**src/rtl/assert_macros.svh**
```systemverilog
// Assertion macros shared by the cartesian-to-polar RTL.
`ifndef ASSERT_MACROS_SVH
`define ASSERT_MACROS_SVH

// Property that must hold on every clock edge outside reset.
`define ASSERT_ALWAYS(label, clk, rst_n, prop) \
    label: assert property (@(posedge clk) disable iff (!rst_n) (prop)) \
        else $error("c2p assertion failed");

// Implication from an antecedent to a consequent sequence outside reset.
`define ASSERT_IMPLY(label, clk, rst_n, ante, cons) \
    label: assert property (@(posedge clk) disable iff (!rst_n) (ante) |-> (cons)) \
        else $error("c2p assertion failed");

`endif

```
**src/rtl/c2p_pkg.sv**
```systemverilog
// Package with shared constants, types and the arctangent table of the converter.
`timescale 1ns / 1ps

package c2p_pkg;

    // Width of the angle result and of the internal turn accumulator.
    localparam int ANGLE_W    = 16;
    localparam int TURN_W     = 32;
    localparam int GUARD_BITS = 16;

    // Fixed angles used on the axes.
    localparam logic [ANGLE_W-1:0] ANG_ZERO          = 16'h0000;
    localparam logic [ANGLE_W-1:0] ANG_QUARTER       = 16'h4000;
    localparam logic [ANGLE_W-1:0] ANG_HALF          = 16'h8000;
    localparam logic [ANGLE_W-1:0] ANG_THREE_QUARTER = 16'hC000;
    localparam logic [TURN_W-1:0]  TURN_HALF         = 32'h8000_0000;

    // Axis and sign flags that travel with an item through the angle pipeline.
    typedef struct packed {
        logic x_zero;
        logic y_zero;
        logic x_neg;
        logic y_neg;
    } c2p_flags_t;

    // atan(2^-i) in units of 2^-32 of a full turn, truncated.
    function automatic logic [TURN_W-1:0] atan_turn(input logic [4:0] idx);
        logic [TURN_W-1:0] val;
        begin
            case (idx)
                5'd0:    val = 32'h2000_0000;
                5'd1:    val = 32'h12E4_051E;
                5'd2:    val = 32'h09FB_385B;
                5'd3:    val = 32'h0511_11D4;
                5'd4:    val = 32'h028B_0D43;
                5'd5:    val = 32'h0145_D7E1;
                5'd6:    val = 32'h00A2_F61E;
                5'd7:    val = 32'h0051_7C55;
                5'd8:    val = 32'h0028_BE53;
                5'd9:    val = 32'h0014_5F2F;
                5'd10:   val = 32'h000A_2F98;
                5'd11:   val = 32'h0005_17CC;
                5'd12:   val = 32'h0002_8BE6;
                5'd13:   val = 32'h0001_45F3;
                5'd14:   val = 32'h0000_A2F9;
                5'd15:   val = 32'h0000_517C;
                5'd16:   val = 32'h0000_28BE;
                5'd17:   val = 32'h0000_145F;
                5'd18:   val = 32'h0000_0A2F;
                5'd19:   val = 32'h0000_0517;
                5'd20:   val = 32'h0000_028B;
                5'd21:   val = 32'h0000_0145;
                5'd22:   val = 32'h0000_00A2;
                5'd23:   val = 32'h0000_0051;
                5'd24:   val = 32'h0000_0028;
                5'd25:   val = 32'h0000_0014;
                5'd26:   val = 32'h0000_000A;
                5'd27:   val = 32'h0000_0005;
                5'd28:   val = 32'h0000_0002;
                5'd29:   val = 32'h0000_0001;
                default: val = 32'h0000_0000;
            endcase
            return val;
        end
    endfunction

endpackage

```
**src/rtl/c2p_mag_pipe.sv**
```systemverilog
// Pipelined magnitude unit: squares, sum and one square-root digit per stage.
`timescale 1ns / 1ps

module c2p_mag_pipe #(
    parameter int CW  = 16,
    parameter int PAD = 0
) (
    input  logic                 clk,
    input  logic                 rst_n,
    input  logic                 in_valid,
    input  logic signed [CW-1:0] x_in,
    input  logic signed [CW-1:0] y_in,
    output logic                 out_valid,
    output logic [CW-1:0]        magnitude
);
    import c2p_pkg::*;

    // Remainder width: the final remainder is at most twice the root.
    localparam int RW = CW + 2;
    localparam int NW = 2 * CW;

    logic signed [NW-1:0] sqx_s;
    logic signed [NW-1:0] sqy_s;
    logic [NW-1:0]        sqx_reg;
    logic [NW-1:0]        sqy_reg;
    logic                 sq_vld_reg;

    logic [NW-1:0]        n_reg    [0:CW];
    logic [CW-1:0]        root_reg [0:CW];
    logic [RW-1:0]        rem_reg  [0:CW];
    logic                 vld_reg  [0:CW];

    logic [CW-1:0]        mag_next;
    logic [CW-1:0]        mag_reg  [0:PAD];
    logic                 mvld_reg [0:PAD];

    // Squares of the coordinates; both fit the double width exactly.
    always_comb
    begin
        sqx_s = x_in * x_in;
        sqy_s = y_in * y_in;
    end

    always_ff @(posedge clk)
    begin
        sqx_reg    <= $unsigned(sqx_s);
        sqy_reg    <= $unsigned(sqy_s);
        n_reg[0]    <= sqx_reg + sqy_reg;
        root_reg[0] <= '0;
        rem_reg[0]  <= '0;
    end

    always_ff @(posedge clk or negedge rst_n)
    begin
        if (!rst_n)
        begin
            sq_vld_reg <= 1'b0;
            vld_reg[0] <= 1'b0;
        end
        else
        begin
            sq_vld_reg <= in_valid;
            vld_reg[0] <= sq_vld_reg;
        end
    end

    // One root bit per stage, taking two bits of the radicand at a time.
    for (genvar k = 0; k < CW; k++)
    begin : g_sqrt
        logic [1:0]    pair;
        logic [RW-1:0] rem_t;
        logic [RW-1:0] trial;
        logic [NW-1:0] n_next;
        logic [CW-1:0] root_next;
        logic [RW-1:0] rem_next;

        always_comb
        begin
            pair   = n_reg[k][NW-1 -: 2];
            n_next = n_reg[k] << 2;
            rem_t  = {rem_reg[k][RW-3:0], pair};
            trial  = {root_reg[k], 2'b01};
            if (rem_t >= trial)
            begin
                rem_next  = rem_t - trial;
                root_next = {root_reg[k][CW-2:0], 1'b1};
            end
            else
            begin
                rem_next  = rem_t;
                root_next = {root_reg[k][CW-2:0], 1'b0};
            end
        end

        always_ff @(posedge clk)
        begin
            n_reg[k+1]    <= n_next;
            root_reg[k+1] <= root_next;
            rem_reg[k+1]  <= rem_next;
        end

        always_ff @(posedge clk or negedge rst_n)
        begin
            if (!rst_n)
            begin
                vld_reg[k+1] <= 1'b0;
            end
            else
            begin
                vld_reg[k+1] <= vld_reg[k];
            end
        end
    end

    // Round to nearest: step up when the remainder exceeds the root.
    always_comb
    begin
        mag_next = root_reg[CW]
                 + {{(CW-1){1'b0}}, (rem_reg[CW] > {2'b00, root_reg[CW]})};
    end

    always_ff @(posedge clk)
    begin
        mag_reg[0] <= mag_next;
    end

    always_ff @(posedge clk or negedge rst_n)
    begin
        if (!rst_n)
        begin
            mvld_reg[0] <= 1'b0;
        end
        else
        begin
            mvld_reg[0] <= vld_reg[CW];
        end
    end

    // Delay stages that align this path with the angle path.
    for (genvar p = 0; p < PAD; p++)
    begin : g_pad
        always_ff @(posedge clk)
        begin
            mag_reg[p+1] <= mag_reg[p];
        end

        always_ff @(posedge clk or negedge rst_n)
        begin
            if (!rst_n)
            begin
                mvld_reg[p+1] <= 1'b0;
            end
            else
            begin
                mvld_reg[p+1] <= mvld_reg[p];
            end
        end
    end

    assign magnitude = mag_reg[PAD];
    assign out_valid = mvld_reg[PAD];

endmodule

```
**config.mk**
```make
export PLATFORM = sky130hd
export DESIGN_NAME = c2p_mag_pipe
export DESIGN_NICKNAME = d
export VERILOG_FILES = /design/src/rtl/assert_macros.svh /design/src/rtl/c2p_pkg.sv /design/src/rtl/c2p_mag_pipe.sv
export SDC_FILE = /design/constraint.sdc
export NUM_CORES = 2
export LEC_CHECK = 0
export BUFFER_PORTS_ARGS = -buffer_cell sky130_fd_sc_hd__buf_2
export CAP_MARGIN = 10
export CELL_PAD_IN_SITES_DETAIL_PLACEMENT = 0
export CELL_PAD_IN_SITES_GLOBAL_PLACEMENT = 2
export CORE_MARGIN = 2
export CORE_UTILIZATION = 36
export DETAILED_ROUTE_END_ITERATION = 7
export PLACE_DENSITY = 0.75
export SYNTH_ARGS = -nofsm -noshare
export SYNTH_HDL_FRONTEND = slang
export SYNTH_SLANG_ARGS = --single-unit
```
**constraint.sdc**
```tcl
create_clock -name clk -period 7.1 [get_ports clk]
set_input_delay 1.42 -clock clk [delete_from_list [all_inputs] [get_ports clk]]
set_output_delay 1.42 -clock clk [all_outputs]
set_load 0.03 [all_outputs]
```
# Word level (Yosys, flattened, before mapping)
# Memory sizes are Yosys's and may differ from the RTL's.
# Cells that the tools add are included.
dict set report op_classes {
  mux 32
  n_lt_le_gt_ge 17
  multipliers 2
  n_addsub 18
}
# op n
set op_table {}
lappend op_table {{$ge 18x18->1} 16}
lappend op_table {{$mux 18} 16}
lappend op_table {{$sub 18x18->18} 16}
lappend op_table {{$mul 16x16->32} 2}
lappend op_table {{$add 32x32->32} 1}
lappend op_table {{$gt 18x16->1} 1}
lappend op_table {{$add 16x1->16} 1}
lappend op_table {{$mux 1} 16}
dict set report word_totals {
  out_inout_bits 17
  n_memories 4
  reg_bits 83
  elab_cells 94
  ram_bits 1138
}
# memory words width read_ports rd_clocked_by_memory_dff write_ports line
set memory_table {}
lappend memory_table {n_reg 17 32 16 0 17 c2p_mag_pipe.sv:28} ;# logic [NW-1:0] n_reg [0:CW];
lappend memory_table {rem_reg 17 18 17 0 17 c2p_mag_pipe.sv:30} ;# logic [RW-1:0] rem_reg [0:CW];
lappend memory_table {root_reg 17 16 17 0 17 c2p_mag_pipe.sv:29} ;# logic [CW-1:0] root_reg [0:CW];
lappend memory_table {mag_reg 1 16 1 0 1 c2p_mag_pipe.sv:34} ;# logic [CW-1:0] mag_reg [0:PAD];

# Depth between registers and ports, before layout
# An unclocked memory read counts as a cell.
dict set report depth {
  ltp_word 3
  ltp_mapped 24
  mapped_depth_nobuf 23
}

# Worst setup path before layout
# OpenSTA, ideal clock, no wires.
dict set report synth_timing {
  path_type {input port to flip-flop}
  from {input port y_in[15]}
  to {register sqy_reg[31]}
  setup_ps 127
  arrival_ps 7161
  stages 21
  slack_ps -188
  cell_sequence {clkbuf_1 -> buf_1 -> nand2_1 -> fa_1 -> inv_1 -> fa_1 -> inv_1 -> fa_1 -> inv_1 -> fa_1 -> fa_1 -> inv_1 -> fa_1 -> inv_1 -> ha_1 -> inv_1 -> nor3_1 -> and3_1 -> a32oi_1 -> and4b_1 -> or3_1}
}
dict set report synth_via {
  elab_chain_len 1
}
# item line
set synth_lines {}
lappend synth_lines {{from (decl)} c2p_mag_pipe.sv:12} ;# input logic signed [CW-1:0] y_in,
lappend synth_lines {{$mul 16x16->32} c2p_mag_pipe.sv:41} ;# sqy_s = y_in * y_in;
lappend synth_lines {{named net sqy_s[31]} c2p_mag_pipe.sv:23} ;# logic signed [NW-1:0] sqy_s;
lappend synth_lines {{to (signal assigned)} c2p_mag_pipe.sv:47} ;# sqy_reg <= $unsigned(sqy_s);
lappend synth_lines {{to (decl)} c2p_mag_pipe.sv:25} ;# logic [NW-1:0] sqy_reg;
# The timed path passes the listed nets, and every way through them passes these cells.

# Worst setup path after layout
dict set report layout_timing {
  from {input port y_in[3]}
  to {register sqy_reg[31]}
}
# Same word-level chain as after synthesis.

==> results.cfg <==
[placement]
gp_congestion = 0.821
hpwlAfterDp_um = 78800
port_buffers = 51

[clock_tree]
cts_setup_buffers = 0
tritoncts = done
clkLatencyLatePin_ns = 0.65
cts_root_buf = clkbuf_16
cts-hold-fix-buffers = 0
clockBufferDepth = 3
htreeDepth = 3
post_cts_resized = 0
clock_sinks = 747
clk_pin_slew_ns = 0.06
numCtsBuffers = 81

[min_path]
min_from = n_reg[0][110]$_DFF_P_
hold_end = n_reg[0][144]$_DFF_P_
hold_path_depth = 0
min_path_type = flop to flop

[synthesis]
ys_types = 89
synthAdderAreaFrac_pct = 31.5
syn_nets = 5343
muxShareOfSynthArea_pct = 2.01
synth-compound-area-share_pct = 8.49
synth.cell_area_um2 = 44900
synth-seq-area-share_pct = 33.5
yosys.area_share.xor_xnor_pct = 5.62
synth_area_per_cell_um2 = 10.1
synth_top_family_by_area = adder cells
synth_edf_count = 0
yosys.area_share.simple_pct = 10.8
yosysTopAreaCellShare_pct = 32.5
synthArstFlopShare_pct = 2.54
ys_seq_elements = 747
ys.flop_type = dfxtp_1
yosys.area.top_type = dfxtp_1
synth_area_leaders = dfxtp_1 32%, fa_1 21%, ha_1 11%, inv_1 7.3%, xnor2_1 3.7%
yosys_warnings = 0
syn_inst = 4460

[critical_path]
crit_type = primary input to flop
required_ns = 7.61
slowest_delay_ns = 0.51
cp.arrival_ns = 7.07
end_kind = flop
r2r-end = mag_reg[0][14]$_DFF_P_
slowest_stage = fa_1
crit_path_frequent_cell = fa_1
cp_cell_sequence = buf_2 > inv_1 > nor2_1 > ha_1 > xor2_1 > fa_1 > fa_1 > inv_1 > fa_1 > fa_1 > inv_1 > fa_1 > inv_1 > ha_1 > a21oi_1 > nor4b_1 > nand3_1 > a32oi_1 > nor2_1 > or3_1
cp-start-kind = primary input
reg2reg_depth = 15
path_max_fanout = 7
r2r_start = root_reg[2][3]$_DFF_P_
reg2reg_slack_ns = 3.11

[timing]
setup_viol = 0
skew_ns = 0.0328
period_needed_ns = 6.56
slew_headroom_pct = 30.1
hold_slack_ns = 0.298
max_freq_ghz = 0.152
grt_setup_unrepaired = false
finalCritPeriodShare_pct = 92.4
worstMarginPinSlew_ns = 1.05
hold_viol = 0
drv_slew = 0

[cells_and_area]
drive_above_1_share_pct = 9.29
largest_reg_flops = 272
final_common_cell = inv_1
areaGrowthSynthToFinish_pct = 13.3
fin_nets = 5555
n_antenna_cell = 0
most-common-layout-cells = 874 x inv_1, 728 x dfxtp_1, 466 x fa_1
fill_cells = 12400

[grt]
grt.total_usage_pct = 15.2
grt_first_pass_wirelength_um = 157000
grt_pass1_vias = 30700
gr-total-overflow = 0
antenna_found_initial = 2
grt_max_degree = 28

[routing]
dr_total_vias = 28900
wl_per_cell_um = 14.8
first_iter_violations = 910
drtAntennaViolNets = 0
firstDrtPassIters = 5
viasPerCell = 4.54
drc = 0
drt_wl_total_um = 94100

[status]
status = finished clean

[floorplanning]
rows = 129
core_area_um2 = 124000
start_util_pct = 36.3
ios = 52
die-width_um = 357
die_y_um = 357
dieArea_um2 = 127000

[flow_run]
drv_cap = 0
## cell usage after synthesis, types with 9 or more instances
| master | instances |
|---|---|
| o21bai_1 | 16 |
| o211ai_1 | 9 |
| and3_1 | 22 |
| a21oi_1 | 158 |
| nor3_1 | 79 |
| inv_1 | 874 |
| o21a_1 | 53 |
| o21ai_0 | 107 |
| xnor2_1 | 191 |
| nor2b_1 | 39 |
| o31ai_1 | 11 |
| mux2_2 | 48 |
| o21ai_1 | 12 |
| ha_1 | 379 |
| fa_1 | 469 |
| or4_1 | 12 |
| mux2_1 | 17 |
| a31oi_1 | 22 |
| or2_2 | 18 |
| nand2b_1 | 35 |
| clkbuf_1 | 59 |
| nand2_1 | 261 |
| nor4_1 | 29 |
| xor2_1 | 97 |
| dfxtp_1 | 728 |
| nor2_1 | 218 |
| a211oi_1 | 21 |
| and2_1 | 99 |
| dfrtp_1 | 19 |
| o41ai_1 | 10 |
| a31o_2 | 11 |
| nand4_1 | 27 |
| or3_1 | 24 |
| a21o_1 | 72 |
| nand3_1 | 68 |
## final cells by class
type	count	area [um2]	share of cell area, %
inverter	876	3290	6.47
sequential	747	15000	29.6
clock inverter	37	489	0.963
multi-input combinational	2765	26200	51.6
clock buffer	108	2260	4.45
timing repair buffer	201	1450	2.85
tap	1637	2050	4.03
## how the worst max path moves through the flow
stage,cells after the start,from,end
floorplan,21,y_in[15],sqy_reg[31]$_DFF_P_
global placement,22,x_in[8],sqx_reg[31]$_DFF_P_
detailed placement,22,x_in[8],sqx_reg[31]$_DFF_P_
CTS,22,x_in[8],sqx_reg[31]$_DFF_P_
global route,22,y_in[3],sqy_reg[24]$_DFF_P_
finish,20,y_in[3],sqy_reg[31]$_DFF_P_
## kinds of logic after synthesis
kind of cell,after synthesis
buffers and inverters,948
and+or+nand+nor,970
AOI/OAI and AO/OA,579
adders and majority gates,848
xor gates and xnor gates,288
other,1
DFF,747
muxes,79
## through the flow
stage / utilization, % / area [um2] / TNS (ns) / worst slack (ns) / cells
6_report: 41.1 / 50800 / 0 / 0.541 / 6371
5_1_grt: 41.1 / 50800 / 0 / 0.220 / 6371
4_1_cts: 41.1 / 50800 / 0 / 0.529 / 6370
3_5_place_dp: 38.9 / 48100 / -0.526 / -0.147 / 6225
3_3_place_gp: 38.9 / 48100 / -0.378 / -0.137 / 6225
2_1_floorplan: - / 44900 / -0.00330 / -0.00330 / 4460
## critical path: cells and delay by family
kind	cells	cell delay, ns
XOR/XNOR	1	0.19
AND/OR/NAND/NOR	5	1.15
buffers and inverters	5	0.52
AO/OA/AOI/OAI	2	0.68
adder cells (fa/ha/maj)	7	3.09
## metal layers
| layer | share of wire [%] | track usage, % | routed length, um |
|---|---|---|---|
| met1 | 43 | 18.2 | 40500 |
| met4 | 2.2 | 4.14 | 2040 |
| met2 | 52 | 28.4 | 49000 |
| met5 | 0.028 | 0 | 26 |
| met3 | 2.7 | 1.96 | 2570 |
Power is not shown: default switching activity piles up to over one toggle a cycle in this logic, so the estimate is an artifact.
